--- src/sv/ry420_pkg.sv ---
// ----------------------------------------------------------------------------
// ry420_pkg
// Shared widths, register indexes, coefficients and types for the
// RGB to YCbCr 4:2:0 converter.
// ----------------------------------------------------------------------------
`timescale 1ns / 1ps

package ry420_pkg;

  localparam int unsigned PIX_W      = 8;
  localparam int unsigned REG_W      = 13;
  localparam int unsigned COUNT_W    = 12;
  localparam int unsigned COUNT_SPAN = 4096;
  localparam int unsigned ACC_W      = 16;
  localparam int unsigned CFG_IDX_W  = 1;

  // Configuration register indexes
  localparam logic [CFG_IDX_W-1:0] REG_FRAME_WIDTH  = 1'b0;
  localparam logic [CFG_IDX_W-1:0] REG_FRAME_HEIGHT = 1'b1;

  localparam logic [REG_W-1:0] FRAME_WIDTH_RST  = 13'd320;
  localparam logic [REG_W-1:0] FRAME_HEIGHT_RST = 13'd240;

  // BT.601 studio swing, Q8
  localparam logic [ACC_W-1:0] Y_R  = 16'd66;
  localparam logic [ACC_W-1:0] Y_G  = 16'd129;
  localparam logic [ACC_W-1:0] Y_B  = 16'd25;
  localparam logic [ACC_W-1:0] CB_R = 16'd38;
  localparam logic [ACC_W-1:0] CB_G = 16'd74;
  localparam logic [ACC_W-1:0] CB_B = 16'd112;
  localparam logic [ACC_W-1:0] CR_R = 16'd112;
  localparam logic [ACC_W-1:0] CR_G = 16'd94;
  localparam logic [ACC_W-1:0] CR_B = 16'd18;
  localparam logic [ACC_W-1:0] Y_OFFSET = 16'd4096;   // 16 << 8
  localparam logic [ACC_W-1:0] C_OFFSET = 16'd32768;  // 128 << 8

  typedef struct packed {
    logic [PIX_W-1:0] blue;
    logic [PIX_W-1:0] green;
    logic [PIX_W-1:0] red;
  } pixel_t;

  typedef struct packed {
    logic chroma_valid;
    logic frame_end;
  } pos_flags_t;

endpackage

--- src/sv/ry420_position.sv ---
// ----------------------------------------------------------------------------
// ry420_position
// Frame size registers and raster position counters; flags the chroma
// sites and the last pixel of the frame.
// ----------------------------------------------------------------------------
`timescale 1ns / 1ps

module ry420_position #(
  parameter int unsigned MAX_WIDTH  = 4096,
  parameter int unsigned MAX_HEIGHT = 4096
) (
  input  logic                             clk,
  input  logic                             rst_n,
  input  logic                             cfg_wr_en,
  input  logic [ry420_pkg::CFG_IDX_W-1:0]  cfg_index,
  input  logic [ry420_pkg::REG_W-1:0]      cfg_wdata,
  input  logic                             advance,
  output ry420_pkg::pos_flags_t            flags
);
  import ry420_pkg::*;

  localparam int unsigned W_LIM = (MAX_WIDTH  > COUNT_SPAN) ? COUNT_SPAN : MAX_WIDTH;
  localparam int unsigned H_LIM = (MAX_HEIGHT > COUNT_SPAN) ? COUNT_SPAN : MAX_HEIGHT;
  localparam logic [REG_W-1:0] W_LIM_V = REG_W'(W_LIM);
  localparam logic [REG_W-1:0] H_LIM_V = REG_W'(H_LIM);

  logic [REG_W-1:0]   frame_width_r,  frame_width_nxt;
  logic [REG_W-1:0]   frame_height_r, frame_height_nxt;
  logic [COUNT_W-1:0] column_count_r, column_count_nxt;
  logic [COUNT_W-1:0] row_count_r,    row_count_nxt;
  logic [REG_W-1:0]   width_cl, height_cl;
  logic [COUNT_W-1:0] last_col, last_row;
  logic               col_end, row_end;

  always_comb begin
    frame_width_nxt  = frame_width_r;
    frame_height_nxt = frame_height_r;
    if (cfg_wr_en) begin
      case (cfg_index)
        REG_FRAME_WIDTH:  frame_width_nxt  = cfg_wdata;
        REG_FRAME_HEIGHT: frame_height_nxt = cfg_wdata;
        default: ;
      endcase
    end
  end

  // Clamp to limit, zero reads as one, then last index
  always_comb begin
    width_cl  = (frame_width_r  > W_LIM_V) ? W_LIM_V : frame_width_r;
    height_cl = (frame_height_r > H_LIM_V) ? H_LIM_V : frame_height_r;
    if (width_cl == '0) width_cl = REG_W'(1);
    if (height_cl == '0) height_cl = REG_W'(1);
    last_col = COUNT_W'(width_cl  - REG_W'(1));
    last_row = COUNT_W'(height_cl - REG_W'(1));
  end

  // >= so a shrunk size mid-frame wraps on the next pixel
  assign col_end = (column_count_r >= last_col);
  assign row_end = (row_count_r    >= last_row);

  always_comb begin
    column_count_nxt = column_count_r;
    row_count_nxt    = row_count_r;
    if (advance) begin
      if (col_end) begin
        column_count_nxt = '0;
        row_count_nxt    = row_end ? '0 : row_count_r + COUNT_W'(1);
      end else begin
        column_count_nxt = column_count_r + COUNT_W'(1);
      end
    end
  end

  assign flags.chroma_valid = ~column_count_r[0] & ~row_count_r[0];
  assign flags.frame_end    = col_end & row_end;

  always_ff @(posedge clk) begin
    if (!rst_n) begin
      frame_width_r  <= FRAME_WIDTH_RST;
      frame_height_r <= FRAME_HEIGHT_RST;
      column_count_r <= '0;
      row_count_r    <= '0;
    end else begin
      frame_width_r  <= frame_width_nxt;
      frame_height_r <= frame_height_nxt;
      column_count_r <= column_count_nxt;
      row_count_r    <= row_count_nxt;
    end
  end

endmodule

--- src/sv/ry420_colour_math.sv ---
// ----------------------------------------------------------------------------
// ry420_colour_math
// BT.601 RGB to YCbCr in Q8, truncating; chroma forced to zero off-site.
// ----------------------------------------------------------------------------
`timescale 1ns / 1ps

module ry420_colour_math (
  input  ry420_pkg::pixel_t            pix,
  input  logic                         chroma_valid,
  output logic [ry420_pkg::PIX_W-1:0]  luma,
  output logic [ry420_pkg::PIX_W-1:0]  chroma_blue,
  output logic [ry420_pkg::PIX_W-1:0]  chroma_red
);
  import ry420_pkg::*;

  logic [ACC_W-1:0] r_w, g_w, b_w;
  logic [ACC_W-1:0] y_sum, cb_sum, cr_sum;

  assign r_w = ACC_W'(pix.red);
  assign g_w = ACC_W'(pix.green);
  assign b_w = ACC_W'(pix.blue);

  // True sums stay in 0..65535, so modulo 2^16 arithmetic is exact
  assign y_sum  = Y_R * r_w + Y_G * g_w + Y_B * b_w + Y_OFFSET;
  assign cb_sum = CB_B * b_w + C_OFFSET - CB_R * r_w - CB_G * g_w;
  assign cr_sum = CR_R * r_w + C_OFFSET - CR_G * g_w - CR_B * b_w;

  assign luma        = y_sum[ACC_W-1 -: PIX_W];
  assign chroma_blue = chroma_valid ? cb_sum[ACC_W-1 -: PIX_W] : '0;
  assign chroma_red  = chroma_valid ? cr_sum[ACC_W-1 -: PIX_W] : '0;

endmodule

--- src/sv/rgb_to_yuv420_converter.sv ---
// ----------------------------------------------------------------------------
// rgb_to_yuv420_converter
// RGB888 raster pixels in, BT.601 studio-swing Y per pixel plus Cb/Cr on
// the top-left pixel of each 2x2 block (4:2:0), end-of-frame on tlast.
// ----------------------------------------------------------------------------
//
//  channel   | dir | contents
//  ----------+-----+-------------------------------------------------------
//  in_*      | in  | one RGB pixel per word, raster order
//  out_*     | out | Y, Cb, Cr per word; tuser = chroma site, tlast = frame end
//  cfg_*     | in  | frame_width (index 0), frame_height (index 1)
//
//  Throughput one word per clock while out_tready is high. The accept edge
//  loads the input register; the colour maths then fills the output register
//  once that register is free, which raises out_tvalid.
//  Synchronous active-low reset clears both valid flags and the position
//  counters and restores 320 x 240.
//  out_tready low holds the output word; the input register then fills and
//  in_tready drops only when both registers hold a word.
//  Frame size writes are meant for an idle block; a column counter beyond a
//  reduced width wraps on the next pixel, a row counter at the next row end.
// ----------------------------------------------------------------------------
`timescale 1ns / 1ps

module rgb_to_yuv420_converter #(
  parameter int unsigned MAX_WIDTH  = 4096,
  parameter int unsigned MAX_HEIGHT = 4096
) (
  input  logic                            clk,
  input  logic                            rst_n,
  // pixel words
  input  logic                            in_tvalid,
  output logic                            in_tready,
  input  logic [23:0]                     in_tdata,   // red, green, blue
  // converted words
  output logic                            out_tvalid,
  input  logic                            out_tready,
  output logic [23:0]                     out_tdata,  // luma, chroma_blue, chroma_red
  output logic                            out_tlast,  // frame_end
  output logic                            out_tuser,  // chroma_valid
  // frame size registers
  input  logic                            cfg_wr_en,
  input  logic [ry420_pkg::CFG_IDX_W-1:0] cfg_index,
  input  logic [ry420_pkg::REG_W-1:0]     cfg_wdata
);
  import ry420_pkg::*;

  logic       in_fire, a_ready, a_fire;
  logic       a_valid_r, a_valid_nxt;
  pixel_t     a_pix_r;
  pos_flags_t a_flags_r;
  pos_flags_t pos_flags;
  logic       out_valid_r, out_valid_nxt;
  logic [23:0] out_data_r;
  logic       out_last_r, out_user_r;
  logic [PIX_W-1:0] luma, chroma_blue, chroma_red;

  // Ready chains back from the output register through the input register
  assign a_ready   = ~out_valid_r | out_tready;
  assign in_tready = ~a_valid_r | a_ready;
  assign in_fire   = in_tvalid & in_tready;
  assign a_fire    = a_valid_r & a_ready;

  // Counters step on every accepted pixel; flags belong to that pixel
  ry420_position #(
    .MAX_WIDTH  (MAX_WIDTH),
    .MAX_HEIGHT (MAX_HEIGHT)
  ) u_position (
    .clk       (clk),
    .rst_n     (rst_n),
    .cfg_wr_en (cfg_wr_en),
    .cfg_index (cfg_index),
    .cfg_wdata (cfg_wdata),
    .advance   (in_fire),
    .flags     (pos_flags)
  );

  ry420_colour_math u_colour_math (
    .pix          (a_pix_r),
    .chroma_valid (a_flags_r.chroma_valid),
    .luma         (luma),
    .chroma_blue  (chroma_blue),
    .chroma_red   (chroma_red)
  );

  always_comb begin
    a_valid_nxt = a_valid_r;
    if (in_fire)     a_valid_nxt = 1'b1;
    else if (a_fire) a_valid_nxt = 1'b0;
    out_valid_nxt = out_valid_r;
    if (a_fire)          out_valid_nxt = 1'b1;
    else if (out_tready) out_valid_nxt = 1'b0;
  end

  always_ff @(posedge clk) begin
    if (!rst_n) begin
      a_valid_r   <= 1'b0;
      out_valid_r <= 1'b0;
    end else begin
      a_valid_r   <= a_valid_nxt;
      out_valid_r <= out_valid_nxt;
    end
  end

  // Payload registers, no reset
  always_ff @(posedge clk) begin
    if (in_fire) begin
      a_pix_r.red   <= in_tdata[7:0];
      a_pix_r.green <= in_tdata[15:8];
      a_pix_r.blue  <= in_tdata[23:16];
      a_flags_r     <= pos_flags;
    end
    if (a_fire) begin
      out_data_r <= {chroma_red, chroma_blue, luma};
      out_last_r <= a_flags_r.frame_end;
      out_user_r <= a_flags_r.chroma_valid;
    end
  end

  assign out_tvalid = out_valid_r;
  assign out_tdata  = out_data_r;
  assign out_tlast  = out_last_r;
  assign out_tuser  = out_user_r;

endmodule

--- config.mk ---
export PLATFORM = sky130hd
export DESIGN_NAME = rgb_to_yuv420_converter
export DESIGN_NICKNAME = d
export VERILOG_FILES = /design/src/sv/ry420_pkg.sv /design/src/sv/ry420_position.sv /design/src/sv/ry420_colour_math.sv /design/src/sv/rgb_to_yuv420_converter.sv
export SDC_FILE = /design/constraint.sdc
export NUM_CORES = 1
export LEC_CHECK = 0
export ABC_AREA = 0
export ABC_CLOCK_PERIOD_IN_PS = 8940
export BUFFER_PORTS_ARGS = -buffer_cell sky130_fd_sc_hd__buf_2
export CAP_MARGIN = 20
export CORE_AREA = 2 2 197 199
export DETAILED_ROUTE_END_ITERATION = 10
export DIE_AREA = 0 0 199 201
export SYNTH_ARGS = -nofsm -noshare
export SYNTH_HDL_FRONTEND = slang
export SYNTH_SLANG_ARGS = --single-unit
export TNS_END_PERCENT = 10
--- constraint.sdc ---
create_clock -name clk -period 8.94 [get_ports clk]
set_input_delay 0.894 -clock clk [delete_from_list [all_inputs] [get_ports clk]]
set_output_delay 0.894 -clock clk [all_outputs]
set_load 0.02 [all_outputs]
==> results.yml <==
run_status:
  result_of_the_run: "completed"
cts:
  clk_latency_ps: 400
  cts_buffers: 9
  clk_root_buffer_cell: "clkbuf_16"
  tritoncts: "done"
  cts_hold_repair.buffers: 0
  buffer_count_from_post_cts_setup_fixing: 0
  max-clock-path-buffers: 2
  cts_resized: 0
  ctsHtreeMaxLevel: 3
  clock_sinks: 104
  path_clk_slew_ps: 90
place:
  dpl_worst_slack_ps: 2910
  area_of_placed_instances_um2: 12600
  hpwlAfterDp_um: 21900
  finalWeightedCongestion: 0.845
  port-buffer-count: 70
sta:
  final_max_slew_viols: 0
  post-route-period-util_pct: 67.5
  max_slew_margin_pct: 34.3
  fin_hold_ws_ps: 444
  grt_setup_unrepaired: "false"
  final.min_clock_period_ps: 6030
  final_hold_viol_count: 0
  worstMarginPinSlew_ps: 983
  max_freq_mhz: 166
  worst_clk_skew_ps: 13.7
  setup_ws_ps: 2910
  setup_violations: 0
  setup-tns-final_ps: 0
finish:
  nNetsFinal: 1658
  fillCellCount: 3969
  n_antenna_cell: 0
  multiInputGateArea_um2: 8240
  syn2layout_area_growth_pct: 11.1
  fin_area_um2: 12900
  fin_util_pct: 33.8
  drive_gt1_share_pct: 8.05
  area.sequential_um2: 2600
floorplan:
  dieHeight_um: 201
  total_i_o_pin_count: 71
  die-area_um2: 40000
  floorplan.initialDensity_pct: 30.4
  die_width_um: 199
  core.rowCount: 72
  coreArea_um2: 38100
setup_path:
  path_class: "flop to flop"
  crit_required_ps: 9200
  worst_setup_path_end_kind: "flop"
  timing.critical_path.fanout_max: 7
  r2r-end: "out_tdata[23]$_SDFFCE_PN0P_"
  rr_worst_depth: 23
  cpLargestDelayFamily: "adder cells"
  worst_path_max_delay_cell: "fa_1"
  critical_path_arrival_ps: 6290
  crit_chain: "inv_1, fa_1, inv_1, ha_1, fa_1, inv_1, fa_1, nor2b_1, o21ai_0, a21boi_0, o21ai_0, nor2b_1, xnor2_1, fa_1, inv_1, ha_1, and2_1, a31oi_1, nor4b_1, a21oi_1, a21o_1, a21oi_1, mux2i_1"
  critPathLaunchType: "flop"
  cp_num_cells: 23
  reg2reg_setup_slack_ps: 2910
  r2r_startpoint: "a_pix_r[10]$_DFFE_PP_"
  worstPathBufferInverterCount: 4
  delay_contributed_by_the_slowest_stage_of_the_critical_path_ps: 570
global_routing:
  wire_length_of_the_first_global_routing_pass_um: 44400
  gr-usage-met3_pct: 3.02
  routing_usage_on_met2_pct: 24.9
  m1_gr_usage_pct: 17.5
  number_of_antenna_violations_at_the_first_check_in_global_routing: 1
  busiest_layer_in_global_routing: "met2"
  grt_pass1_vias: 8920
  grt.overflow.total: 0
  grt_usage_pct: 14.3
  grt_max_degree: 35
synthesis:
  synthTopCellsByArea: "ha_1 (25%), fa_1 (14%), edfxtp_1 (13%), dfxtp_1 (9.0%), inv_1 (6.0%)"
  flip_flop_and_latch_count_after_synthesis: 104
  synthesis.yosys.warnings: 0
  synth_nets: 1587
  dominantRegCellSynth: "edfxtp_1"
  synth.cell_area_um2: 11600
  async_flop_share_pct: 0
  synthDistinctLibCells: 64
  synthesis.area_per_instance_um2: 9.44
  synthDominantAreaCellType: "ha_1"
  synth_edf_count: 52
  synth_seq_area_share_pct: 22.5
  synth_top_area_share_pct: 25.4
  synth_cells: 1228
detailed_routing:
  detail_route.iter0.violations: 344
  postRouteWirelength_um: 26700
  detailroute.via_count: 8594
  vias_per_cell: 4.72
  routedWlPerCell_um: 14.6
  drcViolationCount: 0
  first_pass_iters: 4
  detail-route-antenna-nets: 0
min_path:
  worst_hold_path_type: "flop to flop"
  min_from: "a_flags_r[0]$_DFFE_PP_"
  holdPathEnd: "out_tlast$_DFFE_PP_"
  min_path_cells: 0
flow_run:
  drv_cap: 0
pwr:
  peakVddDrop_mv: 0.152
  powerDensity_nw_per_um2: 261
  total_leakage_power_uw: 0.00613
==> synth_stat cells (all sizes together) (7+ instances only) <==
cell type	instances
nand2	91
nor3	17
clkbuf	12
o21ai	43
a21boi	25
o21bai	8
o21a	13
nand2b	13
or3	11
nor2b	15
a21o	29
nand4	11
nor4	7
a21oi	67
edfxtp	52
ha	235
o31ai	8
fa	81
xor2	26
xnor2	57
nor2	77
nand3	22
dfxtp	52
inv	185
==> flip-flops by register name (all words and copies together), names as in the netlist <==
register and flops:
a_pix_r 24, out_tdata 24, u_position.frame_height_r 13, u_position.frame_width_r 13, u_position.column_count_r 12, u_position.row_count_r 12, a_flags_r 2, a_valid_r 1
out_tlast 1, out_tuser 1, out_tvalid 1
==> per-layer routing <==
metal	share of wire, %	wire, µm	vias up
met4	2.0	532	2
li1	-	-	4359
met5	0.049	13	-
met3	4.3	1160	35
met2	49	13000	122
met1	45	12000	4076
==> logic make-up (layout without fill, tap and decap cells) <==
logic type | after synthesis | after routing | share of synthesized area, %
adder cells (fa/ha/maj) | 316 | 316 | 39.4
AND/OR/NAND/NOR | 296 | 296 | 12.4
AO/OA/AOI/OAI | 226 | 226 | 12.8
buffers and inverters | 200 | 276 | 6.50
flip-flops | 104 | 104 | 22.5
XOR/XNOR | 83 | 83 | 6.27
multiplexers | 3 | 3 | 0.270
==> metrics by stage <==
stage / cells / total power (µW)
2_1_floorplan: 1228 / 2470
3_3_place_gp: 1806 / 2910
3_5_place_dp: 1806 / 2950
4_1_cts: 1822 / 3410
5_1_grt: 1822 / 3760
6_report: 1822 / 3360
==> cells in the final DEF (no fill, tap or decap), types with 3 or more instances in the layout <==
cell | synthesis | final
a211o_1 | 3 | 3
a211oi_1 | 5 | 5
a21boi_0 | 25 | 25
a21o_1 | 29 | 29
a21oi_1 | 65 | 65
a31oi_1 | 4 | 4
buf_2 | 2 | 70
buf_4 | 0 | 4
clkbuf_16 | 0 | 10
dfxtp_1 | 52 | 52
edfxtp_1 | 52 | 52
fa_1 | 81 | 81
ha_1 | 235 | 235
inv_1 | 185 | 185
nand2_1 | 91 | 91
nand2b_1 | 13 | 13
nand3_1 | 22 | 22
nand3b_1 | 6 | 6
nand4_1 | 11 | 11
nand4b_1 | 4 | 4
nor2_1 | 77 | 77
nor2b_1 | 15 | 14
nor3_1 | 17 | 17
nor4_1 | 6 | 6
nor4b_1 | 3 | 3
o211ai_1 | 3 | 3
o21a_1 | 13 | 13
o21ai_0 | 39 | 39
o21ai_1 | 4 | 4
o21bai_1 | 8 | 8
o31ai_1 | 8 | 8
or2_2 | 4 | 4
or3_1 | 11 | 11
or4_1 | 5 | 5
xnor2_1 | 57 | 57
xor2_1 | 26 | 26
==> power by group <==
part	switching [µW]	internal (µW)	total, µW	leakage, µW
Sequential	46.9	657	704	0.000923
Combinational	1230	991	2220	0.00506
Clock	221	212	433	0.000154
==> area by class of cell <==
type | instances | share of cell area, %
Sequential cell | 104 | 20.2
Tap cell | 518 | 5.03
Multi-Input combinational cell | 924 | 64.0
Inverter | 186 | 5.42
Timing Repair Buffer | 74 | 2.95
Clock buffer | 10 | 1.94
Clock inverter | 6 | 0.437
==> worst max-delay path by stage <==
| stage | to | startpoint |
|---|---|---|
| after CTS | out_tdata[23]$_SDFFCE_PN0P_ | a_pix_r[10]$_DFFE_PP_ |
| after global routing | out_tdata[23]$_SDFFCE_PN0P_ | a_pix_r[13]$_DFFE_PP_ |
| after detailed placement | out_tdata[23]$_SDFFCE_PN0P_ | a_pix_r[10]$_DFFE_PP_ |
| final | out_tdata[23]$_SDFFCE_PN0P_ | a_pix_r[10]$_DFFE_PP_ |
| after floorplan | out_tdata[23]$_SDFFCE_PN0P_ | a_pix_r[10]$_DFFE_PP_ |
| after global placement | out_tdata[23]$_SDFFCE_PN0P_ | a_pix_r[10]$_DFFE_PP_ |
Note: power is estimated with default switching activity, not from simulation.
